<file path="config.mk">
export PLATFORM = sky130hd
export DESIGN_NAME = block_transfer_chs_splitter_top
export DESIGN_NICKNAME = d
export VERILOG_FILES = /design/src/sv/btcs_pkg.sv /design/src/sv/btcs_div.sv /design/src/sv/block_transfer_chs_splitter_top.sv
export SDC_FILE = /design/constraint.sdc
export NUM_CORES = 1
export LEC_CHECK = 0
export BUFFER_PORTS_ARGS = -buffer_cell sky130_fd_sc_hd__buf_2
export CAP_MARGIN = 20
export CORE_MARGIN = 2
export CORE_UTILIZATION = 39
export CTS_BUF_LIST = sky130_fd_sc_hd__clkbuf_4 sky130_fd_sc_hd__clkbuf_8
export CTS_CLUSTER_DIAMETER = 200
export DETAILED_ROUTE_END_ITERATION = 7
export PLACE_DENSITY = 0.55
export SYNTH_ARGS = -nofsm -noshare
export SYNTH_HDL_FRONTEND = slang
export SYNTH_HIERARCHICAL = 1
export SYNTH_SLANG_ARGS = --single-unit
export TNS_END_PERCENT = 1
</file>
<file path="constraint.sdc">
create_clock -name clock -period 15.1 [get_ports clock]
set_input_delay 1.51 -clock clock [delete_from_list [all_inputs] [get_ports clock]]
set_output_delay 1.51 -clock clock [all_outputs]
set_load 0.05 [all_outputs]
</file>
<file path="src/sv/btcs_pkg.sv">
// btcs_pkg: shared types and constants of the block transfer chs splitter
// holds sequencer states, status and command codes, register indexes and divider control
// no dependencies
package btcs_pkg;

   // shared divider: left-aligned dividend, narrow divisor, one quotient bit a cycle
   localparam int QUO_W  = 32;
   localparam int DIV_W  = 14;
   localparam int STEP_W = 6;

   // request fields and result fields
   localparam int CMD_W   = 2;
   localparam int LBA_W   = 32;
   localparam int CNT_W   = 7;
   localparam int ADDR_W  = 20;
   localparam int CYL_W   = 16;
   localparam int HEAD_W  = 8;
   localparam int SEC_W   = 6;
   localparam int STS_W   = 2;

   // configuration port
   localparam int CSR_IDX_W  = 2;
   localparam int CSR_DATA_W = 32;

   localparam logic [CSR_IDX_W-1:0] CSR_SPT       = 2'd0;
   localparam logic [CSR_IDX_W-1:0] CSR_HEADS     = 2'd1;
   localparam logic [CSR_IDX_W-1:0] CSR_OFFSET    = 2'd2;
   localparam logic [CSR_IDX_W-1:0] CSR_DMA_CHECK = 2'd3;

   localparam logic [CMD_W-1:0] CMD_READ = 2'd0;
   localparam logic [CMD_W-1:0] CMD_BAD  = 2'd3;

   localparam logic [STS_W-1:0] STS_OK       = 2'd0;
   localparam logic [STS_W-1:0] STS_BAD_CMD  = 2'd1;
   localparam logic [STS_W-1:0] STS_DMA_ZERO = 2'd2;
   localparam logic [STS_W-1:0] STS_CYL_OVF  = 2'd3;

   typedef enum logic [2:0] {
      ST_IDLE,
      ST_CYL_GO,
      ST_CYL_WAIT,
      ST_CLIP,
      ST_HEAD_WAIT
   } state_type;

   typedef struct packed {
      logic              start;
      logic [STEP_W-1:0] steps;
   } div_ctl_type;

endpackage

</file>
<file path="src/sv/btcs_div.sv">
// btcs_div: shared restoring divider, one quotient bit per cycle
// dividend arrives left-aligned, steps gives its significant width
// depends on btcs_pkg
module btcs_div
   import btcs_pkg::*;
(
   input  logic              clock,
   input  logic              reset,
   input  div_ctl_type       ctl,
   input  logic [QUO_W-1:0]  dividend,
   input  logic [DIV_W-1:0]  divisor,
   output logic              done,
   output logic [QUO_W-1:0]  quotient,
   output logic [DIV_W-1:0]  remainder
);

   logic              busy_ff, busy_in;
   logic              done_ff, done_in;
   logic [STEP_W-1:0] cnt_ff, cnt_in;
   logic [QUO_W-1:0]  quo_ff, quo_in;
   logic [DIV_W-1:0]  rem_ff, rem_in;
   logic [DIV_W-1:0]  dvs_ff, dvs_in;
   logic [DIV_W:0]    trial;
   logic              ge;

   always_comb begin
      trial   = {rem_ff, quo_ff[QUO_W-1]};
      ge      = (trial >= {1'b0, dvs_ff});
      busy_in = busy_ff;
      cnt_in  = cnt_ff;
      quo_in  = quo_ff;
      rem_in  = rem_ff;
      dvs_in  = dvs_ff;
      done_in = busy_ff && (cnt_ff == STEP_W'(1));
      if (ctl.start) begin
         busy_in = 1'b1;
         cnt_in  = ctl.steps;
         quo_in  = dividend;
         rem_in  = '0;
         dvs_in  = divisor;
      end else if (busy_ff) begin
         cnt_in = cnt_ff - STEP_W'(1);
         if (cnt_ff == STEP_W'(1)) begin
            busy_in = 1'b0;
         end
         quo_in = {quo_ff[QUO_W-2:0], ge};
         // partial remainder stays below the divisor, so it fits DIV_W bits
         rem_in = ge ? DIV_W'(trial - {1'b0, dvs_ff}) : trial[DIV_W-1:0];
      end
   end

   always_ff @(posedge clock) begin
      if (reset) begin
         busy_ff <= 1'b0;
         done_ff <= 1'b0;
         cnt_ff  <= '0;
      end else begin
         busy_ff <= busy_in;
         done_ff <= done_in;
         cnt_ff  <= cnt_in;
      end
   end

   always_ff @(posedge clock) begin
      quo_ff <= quo_in;
      rem_ff <= rem_in;
      dvs_ff <= dvs_in;
   end

   assign done      = done_ff;
   assign quotient  = quo_ff;
   assign remainder = rem_ff;

endmodule

</file>
<file path="src/sv/block_transfer_chs_splitter_top.sv">
// block_transfer_chs_splitter_top: splits a block transfer request into chs chunks
// sequencer around one shared bit-serial divider (btcs_div)
// depends on btcs_pkg and btcs_div
//
// A request (start high while busy is low) is offset by the partition start and cut
// into chunks that never cross a cylinder end and, with the dma check on, never
// cross a 64 KiB buffer page. Every chunk is one result strobed on rsp_valid for a
// single cycle; the receiver cannot stall, so results must be taken when shown. A bad
// command or a zero count gives one result right away and busy never rises. Otherwise
// each chunk runs a cylinder divide and then a head divide on the single divider,
// which retires one quotient bit per cycle, sequenced by the go and clip states.
// The dma page clip is a constant multiply, computed combinationally. Busy stays high
// over all chunks of a request; it falls in the cycle that shows the final result,
// and a new request can be taken at the edge ending it.
// Configuration writes are only allowed while busy is low.
module block_transfer_chs_splitter_top
   import btcs_pkg::*;
#(
   parameter int SECTOR_BYTES = 512,
   parameter int MAX_SECTORS  = 64
) (
   input  logic                  clock,
   input  logic                  reset,
   input  logic                  csr_we,
   input  logic [CSR_IDX_W-1:0]  csr_index,
   input  logic [CSR_DATA_W-1:0] csr_wdata,
   input  logic                  start,
   output logic                  busy,
   input  logic [CMD_W-1:0]      req_cmd,
   input  logic [LBA_W-1:0]      req_start_sector,
   input  logic [CNT_W-1:0]      req_sector_count,
   input  logic [ADDR_W-1:0]     req_buffer_address,
   output logic                  rsp_valid,
   output logic [CMD_W-1:0]      rsp_operation,
   output logic [CYL_W-1:0]      rsp_cylinder,
   output logic [HEAD_W-1:0]     rsp_head_number,
   output logic [SEC_W-1:0]      rsp_sector_number,
   output logic [CNT_W-1:0]      rsp_chunk_sectors,
   output logic [ADDR_W-1:0]     rsp_chunk_address,
   output logic [CNT_W-1:0]      rsp_total_sectors,
   output logic [STS_W-1:0]      rsp_status,
   output logic                  rsp_last
);

   localparam logic [CNT_W-1:0] CNT_MAX  = CNT_W'(MAX_SECTORS);
   localparam int               PAGE_W   = 16;
   localparam int               SUM_W    = 21;
   // floor(x / SECTOR_BYTES) for any 16-bit x as one multiply and a shift
   localparam int               PAGE_SHIFT = PAGE_W + $clog2(SECTOR_BYTES);
   localparam int               MUL_W      = PAGE_W + 1;
   localparam int               PROD_W     = PAGE_SHIFT + CNT_W;
   localparam logic [MUL_W-1:0] PAGE_MUL   =
      MUL_W'(((longint'(1) << PAGE_SHIFT) + SECTOR_BYTES - 1) / SECTOR_BYTES);

   // configuration registers
   logic [SEC_W-1:0]  spt_ff;
   logic [HEAD_W-1:0] hds_ff;
   logic [LBA_W-1:0]  offset_ff;
   logic              dma_en_ff;

   // sequencer and request state
   state_type         state_ff, state_in;
   logic [CMD_W-1:0]  cmd_ff, cmd_in;
   logic [LBA_W-1:0]  lba_ff, lba_in;
   logic [CNT_W-1:0]  remaining_ff, remaining_in;
   logic [CNT_W-1:0]  total_ff, total_in;
   logic [ADDR_W-1:0] addr_ff, addr_in;
   logic [DIV_W-1:0]  cyl_size_ff, cyl_size_in;
   logic [CYL_W-1:0]  cyl_ff, cyl_in;
   logic [DIV_W-1:0]  within_ff, within_in;
   logic [CNT_W-1:0]  chunk_ff, chunk_in;

   // result register
   logic              emit;
   logic              rsp_valid_ff;
   logic [CMD_W-1:0]  op_ff, op_in;
   logic [CYL_W-1:0]  cyl_out_ff, cyl_out_in;
   logic [HEAD_W-1:0] hd_out_ff, hd_out_in;
   logic [SEC_W-1:0]  sec_out_ff, sec_out_in;
   logic [CNT_W-1:0]  chunk_out_ff, chunk_out_in;
   logic [ADDR_W-1:0] addr_out_ff, addr_out_in;
   logic [CNT_W-1:0]  total_out_ff, total_out_in;
   logic [STS_W-1:0]  sts_out_ff, sts_out_in;
   logic              last_out_ff, last_out_in;

   // shared divider
   div_ctl_type       div_ctl;
   logic [QUO_W-1:0]  div_dividend;
   logic [DIV_W-1:0]  div_divisor;
   logic              div_done;
   logic [QUO_W-1:0]  div_quo;
   logic [DIV_W-1:0]  div_rem;

   logic [SEC_W-1:0]  spt_eff;
   logic [HEAD_W-1:0] hds_eff;
   logic [DIV_W-1:0]  cyl_size_cfg;
   logic [CNT_W-1:0]  cnt_sat;
   logic [SUM_W-1:0]  dma_sum;
   logic              dma_over;
   logic              dma_clip;
   logic [PAGE_W-1:0] page_free;
   logic [PROD_W-1:0] page_prod;
   logic [CNT_W-1:0]  page_fit;
   logic [DIV_W-1:0]  room;
   logic [CNT_W-1:0]  clip_rem;
   logic [CNT_W-1:0]  clip_dma;
   logic [CNT_W-1:0]  rem_after;

   assign spt_eff      = (spt_ff == '0) ? SEC_W'(1) : spt_ff;
   assign hds_eff      = (hds_ff == '0) ? HEAD_W'(1) : hds_ff;
   assign cyl_size_cfg = DIV_W'(spt_eff) * DIV_W'(hds_eff);
   assign cnt_sat      = (req_sector_count > CNT_MAX) ? CNT_MAX : req_sector_count;

   // page overflow test on the whole remaining run
   assign dma_sum  = {{(SUM_W-PAGE_W){1'b0}}, addr_ff[PAGE_W-1:0]}
                   + SUM_W'(remaining_ff * SECTOR_BYTES);
   assign dma_over = |dma_sum[SUM_W-1:PAGE_W];
   assign dma_clip = dma_en_ff && dma_over;

   // sectors that fit before the page end: (0xffff - low) / sector size
   assign page_free = ~addr_ff[PAGE_W-1:0];
   assign page_prod = page_free * PAGE_MUL;
   assign page_fit  = page_prod[PAGE_SHIFT +: CNT_W];

   // sectors left in the cylinder
   assign room     = cyl_size_ff - within_ff;
   assign clip_rem = (DIV_W'(remaining_ff) > room) ? room[CNT_W-1:0] : remaining_ff;
   assign clip_dma = (DIV_W'(page_fit) > room) ? room[CNT_W-1:0] : page_fit;
   assign rem_after = remaining_ff - chunk_ff;

   btcs_div u_div (
      .clock     (clock),
      .reset     (reset),
      .ctl       (div_ctl),
      .dividend  (div_dividend),
      .divisor   (div_divisor),
      .done      (div_done),
      .quotient  (div_quo),
      .remainder (div_rem)
   );

   always_comb begin
      state_in     = state_ff;
      cmd_in       = cmd_ff;
      lba_in       = lba_ff;
      remaining_in = remaining_ff;
      total_in     = total_ff;
      addr_in      = addr_ff;
      cyl_size_in  = cyl_size_ff;
      cyl_in       = cyl_ff;
      within_in    = within_ff;
      chunk_in     = chunk_ff;

      emit         = 1'b0;
      op_in        = CMD_READ;
      cyl_out_in   = '0;
      hd_out_in    = '0;
      sec_out_in   = '0;
      chunk_out_in = '0;
      addr_out_in  = addr_ff;
      total_out_in = total_ff;
      sts_out_in   = STS_OK;
      last_out_in  = 1'b1;

      div_ctl      = '0;
      div_dividend = lba_ff;
      div_divisor  = cyl_size_ff;

      unique case (state_ff)
         ST_IDLE: begin
            if (start) begin
               addr_out_in  = req_buffer_address;
               total_out_in = '0;
               if (req_cmd == CMD_BAD) begin
                  emit       = 1'b1;
                  sts_out_in = STS_BAD_CMD;
               end else if (cnt_sat == '0) begin
                  emit  = 1'b1;
                  op_in = req_cmd;
               end else begin
                  cmd_in       = req_cmd;
                  lba_in       = req_start_sector + offset_ff;
                  remaining_in = cnt_sat;
                  total_in     = '0;
                  addr_in      = req_buffer_address;
                  cyl_size_in  = cyl_size_cfg;
                  state_in     = ST_CYL_GO;
               end
            end
         end
         ST_CYL_GO: begin
            div_ctl.start = 1'b1;
            div_ctl.steps = STEP_W'(QUO_W);
            state_in      = ST_CYL_WAIT;
         end
         ST_CYL_WAIT: begin
            if (div_done) begin
               if (|div_quo[QUO_W-1:CYL_W]) begin
                  emit       = 1'b1;
                  sts_out_in = STS_CYL_OVF;
                  state_in   = ST_IDLE;
               end else begin
                  cyl_in    = div_quo[CYL_W-1:0];
                  within_in = div_rem;
                  state_in  = ST_CLIP;
               end
            end
         end
         ST_CLIP: begin
            if (dma_clip && (page_fit == '0)) begin
               emit       = 1'b1;
               sts_out_in = STS_DMA_ZERO;
               state_in   = ST_IDLE;
            end else begin
               chunk_in      = dma_clip ? clip_dma : clip_rem;
               div_ctl.start = 1'b1;
               div_dividend  = {within_ff, {(QUO_W-DIV_W){1'b0}}};
               div_divisor   = DIV_W'(spt_eff);
               div_ctl.steps = STEP_W'(DIV_W);
               state_in      = ST_HEAD_WAIT;
            end
         end
         ST_HEAD_WAIT: begin
            if (div_done) begin
               emit         = 1'b1;
               op_in        = cmd_ff;
               cyl_out_in   = cyl_ff;
               hd_out_in    = div_quo[HEAD_W-1:0];
               sec_out_in   = div_rem[SEC_W-1:0] + SEC_W'(1);
               chunk_out_in = chunk_ff;
               total_out_in = total_ff + chunk_ff;
               last_out_in  = (rem_after == '0);
               total_in     = total_ff + chunk_ff;
               remaining_in = rem_after;
               addr_in      = addr_ff + ADDR_W'(chunk_ff * SECTOR_BYTES);
               lba_in       = lba_ff + LBA_W'(chunk_ff);
               state_in     = (rem_after == '0) ? ST_IDLE : ST_CYL_GO;
            end
         end
         default: begin
            state_in = ST_IDLE;
         end
      endcase
   end

   always_ff @(posedge clock) begin
      if (reset) begin
         state_ff     <= ST_IDLE;
         rsp_valid_ff <= 1'b0;
         spt_ff       <= SEC_W'(9);
         hds_ff       <= HEAD_W'(2);
         offset_ff    <= '0;
         dma_en_ff    <= 1'b1;
      end else begin
         state_ff     <= state_in;
         rsp_valid_ff <= emit;
         if (csr_we) begin
            unique case (csr_index)
               CSR_SPT:       spt_ff    <= csr_wdata[SEC_W-1:0];
               CSR_HEADS:     hds_ff    <= csr_wdata[HEAD_W-1:0];
               CSR_OFFSET:    offset_ff <= csr_wdata[LBA_W-1:0];
               CSR_DMA_CHECK: dma_en_ff <= csr_wdata[0];
               default: begin
               end
            endcase
         end
      end
   end

   always_ff @(posedge clock) begin
      cmd_ff       <= cmd_in;
      lba_ff       <= lba_in;
      remaining_ff <= remaining_in;
      total_ff     <= total_in;
      addr_ff      <= addr_in;
      cyl_size_ff  <= cyl_size_in;
      cyl_ff       <= cyl_in;
      within_ff    <= within_in;
      chunk_ff     <= chunk_in;
      if (emit) begin
         op_ff        <= op_in;
         cyl_out_ff   <= cyl_out_in;
         hd_out_ff    <= hd_out_in;
         sec_out_ff   <= sec_out_in;
         chunk_out_ff <= chunk_out_in;
         addr_out_ff  <= addr_out_in;
         total_out_ff <= total_out_in;
         sts_out_ff   <= sts_out_in;
         last_out_ff  <= last_out_in;
      end
   end

   assign busy              = (state_ff != ST_IDLE);
   assign rsp_valid         = rsp_valid_ff;
   assign rsp_operation     = op_ff;
   assign rsp_cylinder      = cyl_out_ff;
   assign rsp_head_number   = hd_out_ff;
   assign rsp_sector_number = sec_out_ff;
   assign rsp_chunk_sectors = chunk_out_ff;
   assign rsp_chunk_address = addr_out_ff;
   assign rsp_total_sectors = total_out_ff;
   assign rsp_status        = sts_out_ff;
   assign rsp_last          = last_out_ff;

   // an error always closes the request
   assert property (@(posedge clock) disable iff (reset)
      rsp_valid && (rsp_status != STS_OK) |-> rsp_last)
      else $error("error result without last");

   // a chunk that is not the last one carries sectors
   assert property (@(posedge clock) disable iff (reset)
      rsp_valid && !rsp_last |-> (rsp_chunk_sectors != '0) && (rsp_status == STS_OK))
      else $error("empty intermediate chunk");

   // busy only drops when the final result goes out
   assert property (@(posedge clock) disable iff (reset)
      !$past(reset) && $fell(busy) |-> rsp_valid && rsp_last)
      else $error("request ended without final result");

   // a taken request with a good command and a nonzero count raises busy
   assert property (@(posedge clock) disable iff (reset)
      start && !busy && (req_cmd != CMD_BAD) && (req_sector_count != '0) |=> busy)
      else $error("request not taken");

endmodule
</file>
==> impl_summary.md <==
Logic synthesis
The average size of a mapped cell is 10.02 µm². The sequential-to-total area share from yosys stat is 0.4416. Counting flops with a built-in enable in the synthesized netlist gives 234. The fraction of registers with async set/reset is 0.

The post-synthesis instance area is 19,220 µm². The prevailing post-synth register cell is sky130_fd_sc_hd__edfxtp_1. The area share of and/or/nand/nor cells after synthesis is 0.1710. Synthesis instantiated 87 different standard cells from the library. The synthesized-area fraction occupied by ao, oa, aoi and oai cells is 0.1382. After synthesis, the largest family of logic cells by area is simple AND/OR/NAND/NOR gates.

The count of mapped cells out of synthesis is approximately 1,900. Of the total synthesized cell area, the portion taken by full adders, half adders and majority gates is 0.1179. The proportion of synthesized area in mux cells is 0.04498. Of the total synthesized cell area, the portion taken by XOR and XNOR cells is 0.04192. Counting flops and latches in the post-synthesis netlist gives 307. The number of warnings issued by yosys is 6.

Floorplan
The I/O pin count is 170. The die height is 226.0 µm. After floorplanning, the core was divided into 81 placement rows.

The die covers just over 50,000 µm². The starting utilization of the core area is 0.3943. The die is between 200 and 250 µm wide.

The core region area is 48,750 µm².

Drt
The count of nets left with antenna violations once routing finished came out at 0. The via density per instance is 5.222. After detailed routing, the number of remaining DRC violations is 0. The iteration count of the initial detailed-routing pass is 5. After the first detailed-routing iteration, the DRC count stood at 1,080.

The final wirelength is between 40,000 and 50,000 µm. The total number of vias is 14,570. Dividing the detail-routed wire length by the instance count gives 17.91 µm.

Critical path
Traced cell by cell, the critical path runs through nor3_1, a21oi_1, nor2b_1, fa_1, inv_1, fa_1, fa_1, inv_1, ha_1, nor2b_1, o21ai_0, a21boi_0, o21ai_0, a21boi_0, o21ai_0, nor2b_1, o211ai_1. The element type at the critical path start is a flop. The worst setup path startpoint is spt_ff[5]. The largest single stage delay on the critical path is 0.58 ns.

The kind of end point of the critical path is a flop. For the worst setup path, the data arrival time is between 5 and 6 ns. The cell at the slowest stage of the critical path is sky130_fd_sc_hd__a21oi_1.

The dominant delay contributor by cell family on the critical path is adder cells. The worst reg-to-reg path cell count is 17. In this run the worst path has a maximum fanout of 11. The buffer and inverter count on the worst path is 2. The worst register-to-register path begins at spt_ff[5]. The critical path data required time is between 15 and 20 ns.

The register-to-register setup slack is a little over 10 ns. The capture point of the worst reg-to-reg path is cyl_size_ff[13]. The critical path is of the flop to flop type.

Min path
In this run the most critical hold path is launched from offset_ff[20]. The class of the most critical hold timing path is flop to flop. The path with the worst hold slack has its endpoint at offset_ff[20]. The worst hold path stage count is 2.

Global routing
The initial antenna violation count is 1. The global-route wire length before repair is between 70,000 and 80,000 µm. Across every metal layer, demand over resource in global routing totals 0.1980.

The total overflow reported by the global router is 0. Entering global routing, the biggest net connects 75 pins. The via count of the first global-routing pass is approximately 14,000.

Final layout
Leaving out fill and tap cells, the most frequent cells in the layout are sky130_fd_sc_hd__nand2_1 (234), sky130_fd_sc_hd__edfxtp_1 (234), sky130_fd_sc_hd__buf_2 (169), sky130_fd_sc_hd__a21oi_1 (139), sky130_fd_sc_hd__inv_1 (135). The ratio of cells with drive above 1 in the final layout is 0.1731. Counting the fill cells in the layout gives 4,695. 0 antenna diodes ended up in the layout. The area of all sequential standard cells is 8488 µm². The area growth from synthesis to layout is 13.73%. For this run, the post-layout net count is 2,342.

The multi-input combinational cell area is 9922 µm².

STA
The shortest clock period the worst path allows after layout is 5.024 ns. The upper clock frequency limit is 0.1990 GHz. Setup violations remaining at the end of the flow were counted as 0.

The final number of max-transition violations is 0. The hold violation total from the final report is 0. In the finished design, the share of the clock period the worst path needs comes to 0.3327. For the final database, setup skew stands at approximately 0.03 ns.

Hold is met by 0.4595 ns. For the final routed database, the setup TNS stands at 0 ns. The transition at the pin with the smallest max-transition slack is 0.9981 ns. Setup repair after global routing left no endpoint under its margin. Headroom to the max-slew limit came out at 0.3346.

CTS
The clock transition time at the flip-flop clock pins of the worst setup and hold paths is 0.06 ns. The clock passes through at most 3 buffers. TritonCTS built the clock tree.

The number of clock sinks is 307. The total of cells resized after clock tree synthesis is 0. At the later pin of the worst-skew pair, clock insertion delay measures ~0.65 ns. Once the clock tree was built, the setup fixing pass inserted 0 buffers. The level count of the clock H-tree is 2. In this run the clock root is driven by a sky130_fd_sc_hd__clkbuf_8. In this run, post-CTS hold repair placed 0 buffers.

Counting the buffers created by CTS gives 54.

Run status
The run finished with clean final reports.

Placed design
Once detailed placement completed, the half-perimeter wirelength came to roughly 37,000 µm. The count of buffers added on input and output ports is 169. The global placer's final weighted congestion is 0.8663.

Power and ir drop
The largest vdd supply drop is 0.05436 mV. In this run the power density over the cells is 112.2 nW/µm². For this design the static power due to leakage is 8.965 nW.

Flow run
The number of max-cap violations is 0.
## metrics by stage
| step | utilization | std cells | total power (W) | setup WS [ns] | area (µm²) |
|---|---|---|---|---|---|
| 2_1_floorplan | - | 1920 | 0.001510 | 9.260 | 19230 |
| 3_3_place_gp | 0.4247 | 2688 | 0.001647 | 10.24 | 20700 |
| 3_5_place_dp | 0.4247 | 2688 | 0.001653 | 10.04 | 20700 |
| 4_1_cts | 0.4479 | 2789 | 0.002481 | 10.03 | 21840 |
| 5_1_grt | 0.4485 | 2790 | 0.002595 | 9.650 | 21860 |
| 6_report | 0.4485 | 2790 | 0.002454 | 10.08 | 21860 |
## tightest hold or removal path, cell delays in order, from the launching register on
cell                      delay (ns)
sky130_fd_sc_hd__dfxtp_1        0.31
sky130_fd_sc_hd__nand2_1        0.05
sky130_fd_sc_hd__a21oi_1        0.05
## cell usage after synthesis, drive strengths merged (38+ instances only)
library cell  count  area, µm²
a21o             38      287.8
a21oi           141      709.4
and2             42      262.8
and3             39      244.0
clkbuf           64      244.0
dfxtp            73       1461
edfxtp          234       7027
ha              130       1627
inv             136      518.0
mux2             51      574.3
nand2           235      882.1
nor2            125      469.2
nor2b            52      325.3
o21ai            78      394.1
xnor2            47      411.6
xor2             45      394.1
## worst max-delay path by stage
stage / end / slack [ns] / depth (start not counted)
CTS: cyl_size_ff[13] / 10.03 / 17
detailed placement: cyl_size_ff[13] / 10.04 / 17
finish: cyl_size_ff[13] / 10.08 / 17
floorplan: rsp_chunk_address[0] / 9.26 / 3
global placement: cyl_size_ff[13] / 10.24 / 17
global route: cyl_size_ff[13] / 9.65 / 17
## metal layers
metal  up-vias  share of wire  global-route usage
met4         0          0.019             0.05412
met1      6935           0.49              0.2873
met3        61          0.052             0.02953
met5         -              0                   0
met2       372           0.44              0.3071
li1       7202              -                   -
## registers in the layout, indices dropped and copies added (netlist names), 3 cells and up
name and cells:
addr_ff 20, chunk_ff 7, cyl_ff 16, cyl_size_ff 14, hds_ff 8, lba_ff 32, offset_ff 32, remaining_ff 7
rsp_chunk_address 20, rsp_chunk_sectors 7, rsp_cylinder 16, rsp_head_number 8, rsp_sector_number 6, rsp_total_sectors 7, spt_ff 6, state_ff 3
total_ff 7, u_div/cnt_ff 6, u_div/dvs_ff 14, u_div/quotient 32, u_div/remainder 14, within_ff 14
## where the power goes
part	switching, W	total (W)	internal [W]
registers	0.0000749	0.00107	0.000998
logic	0.000342	0.000571	0.000229
clock network	0.000361	0.000811	0.000450
total	0.000777	0.00245	0.00168
## cell families after synthesis
group | count (synthesis)
AND/OR/NAND/NOR | 658
multiplexers | 80
adder cells (fa/ha/maj) | 162
flip-flops | 307
XOR/XNOR | 92
other | 1
AO/OA/AOI/OAI | 405
buffers and inverters | 214
## cell type report
| type | count | share of cell area |
|---|---|---|
| Clock inverter | 22 | 0.007268 |
| Inverter | 136 | 0.02369 |
| Clock buffer | 79 | 0.04458 |
| Sequential cell | 307 | 0.3882 |
| Tap cell | 664 | 0.03800 |
| Multi-Input combinational cell | 1399 | 0.4538 |
| Timing Repair Buffer | 183 | 0.04441 |
Note: power is estimated with default switching activity, not from simulation.
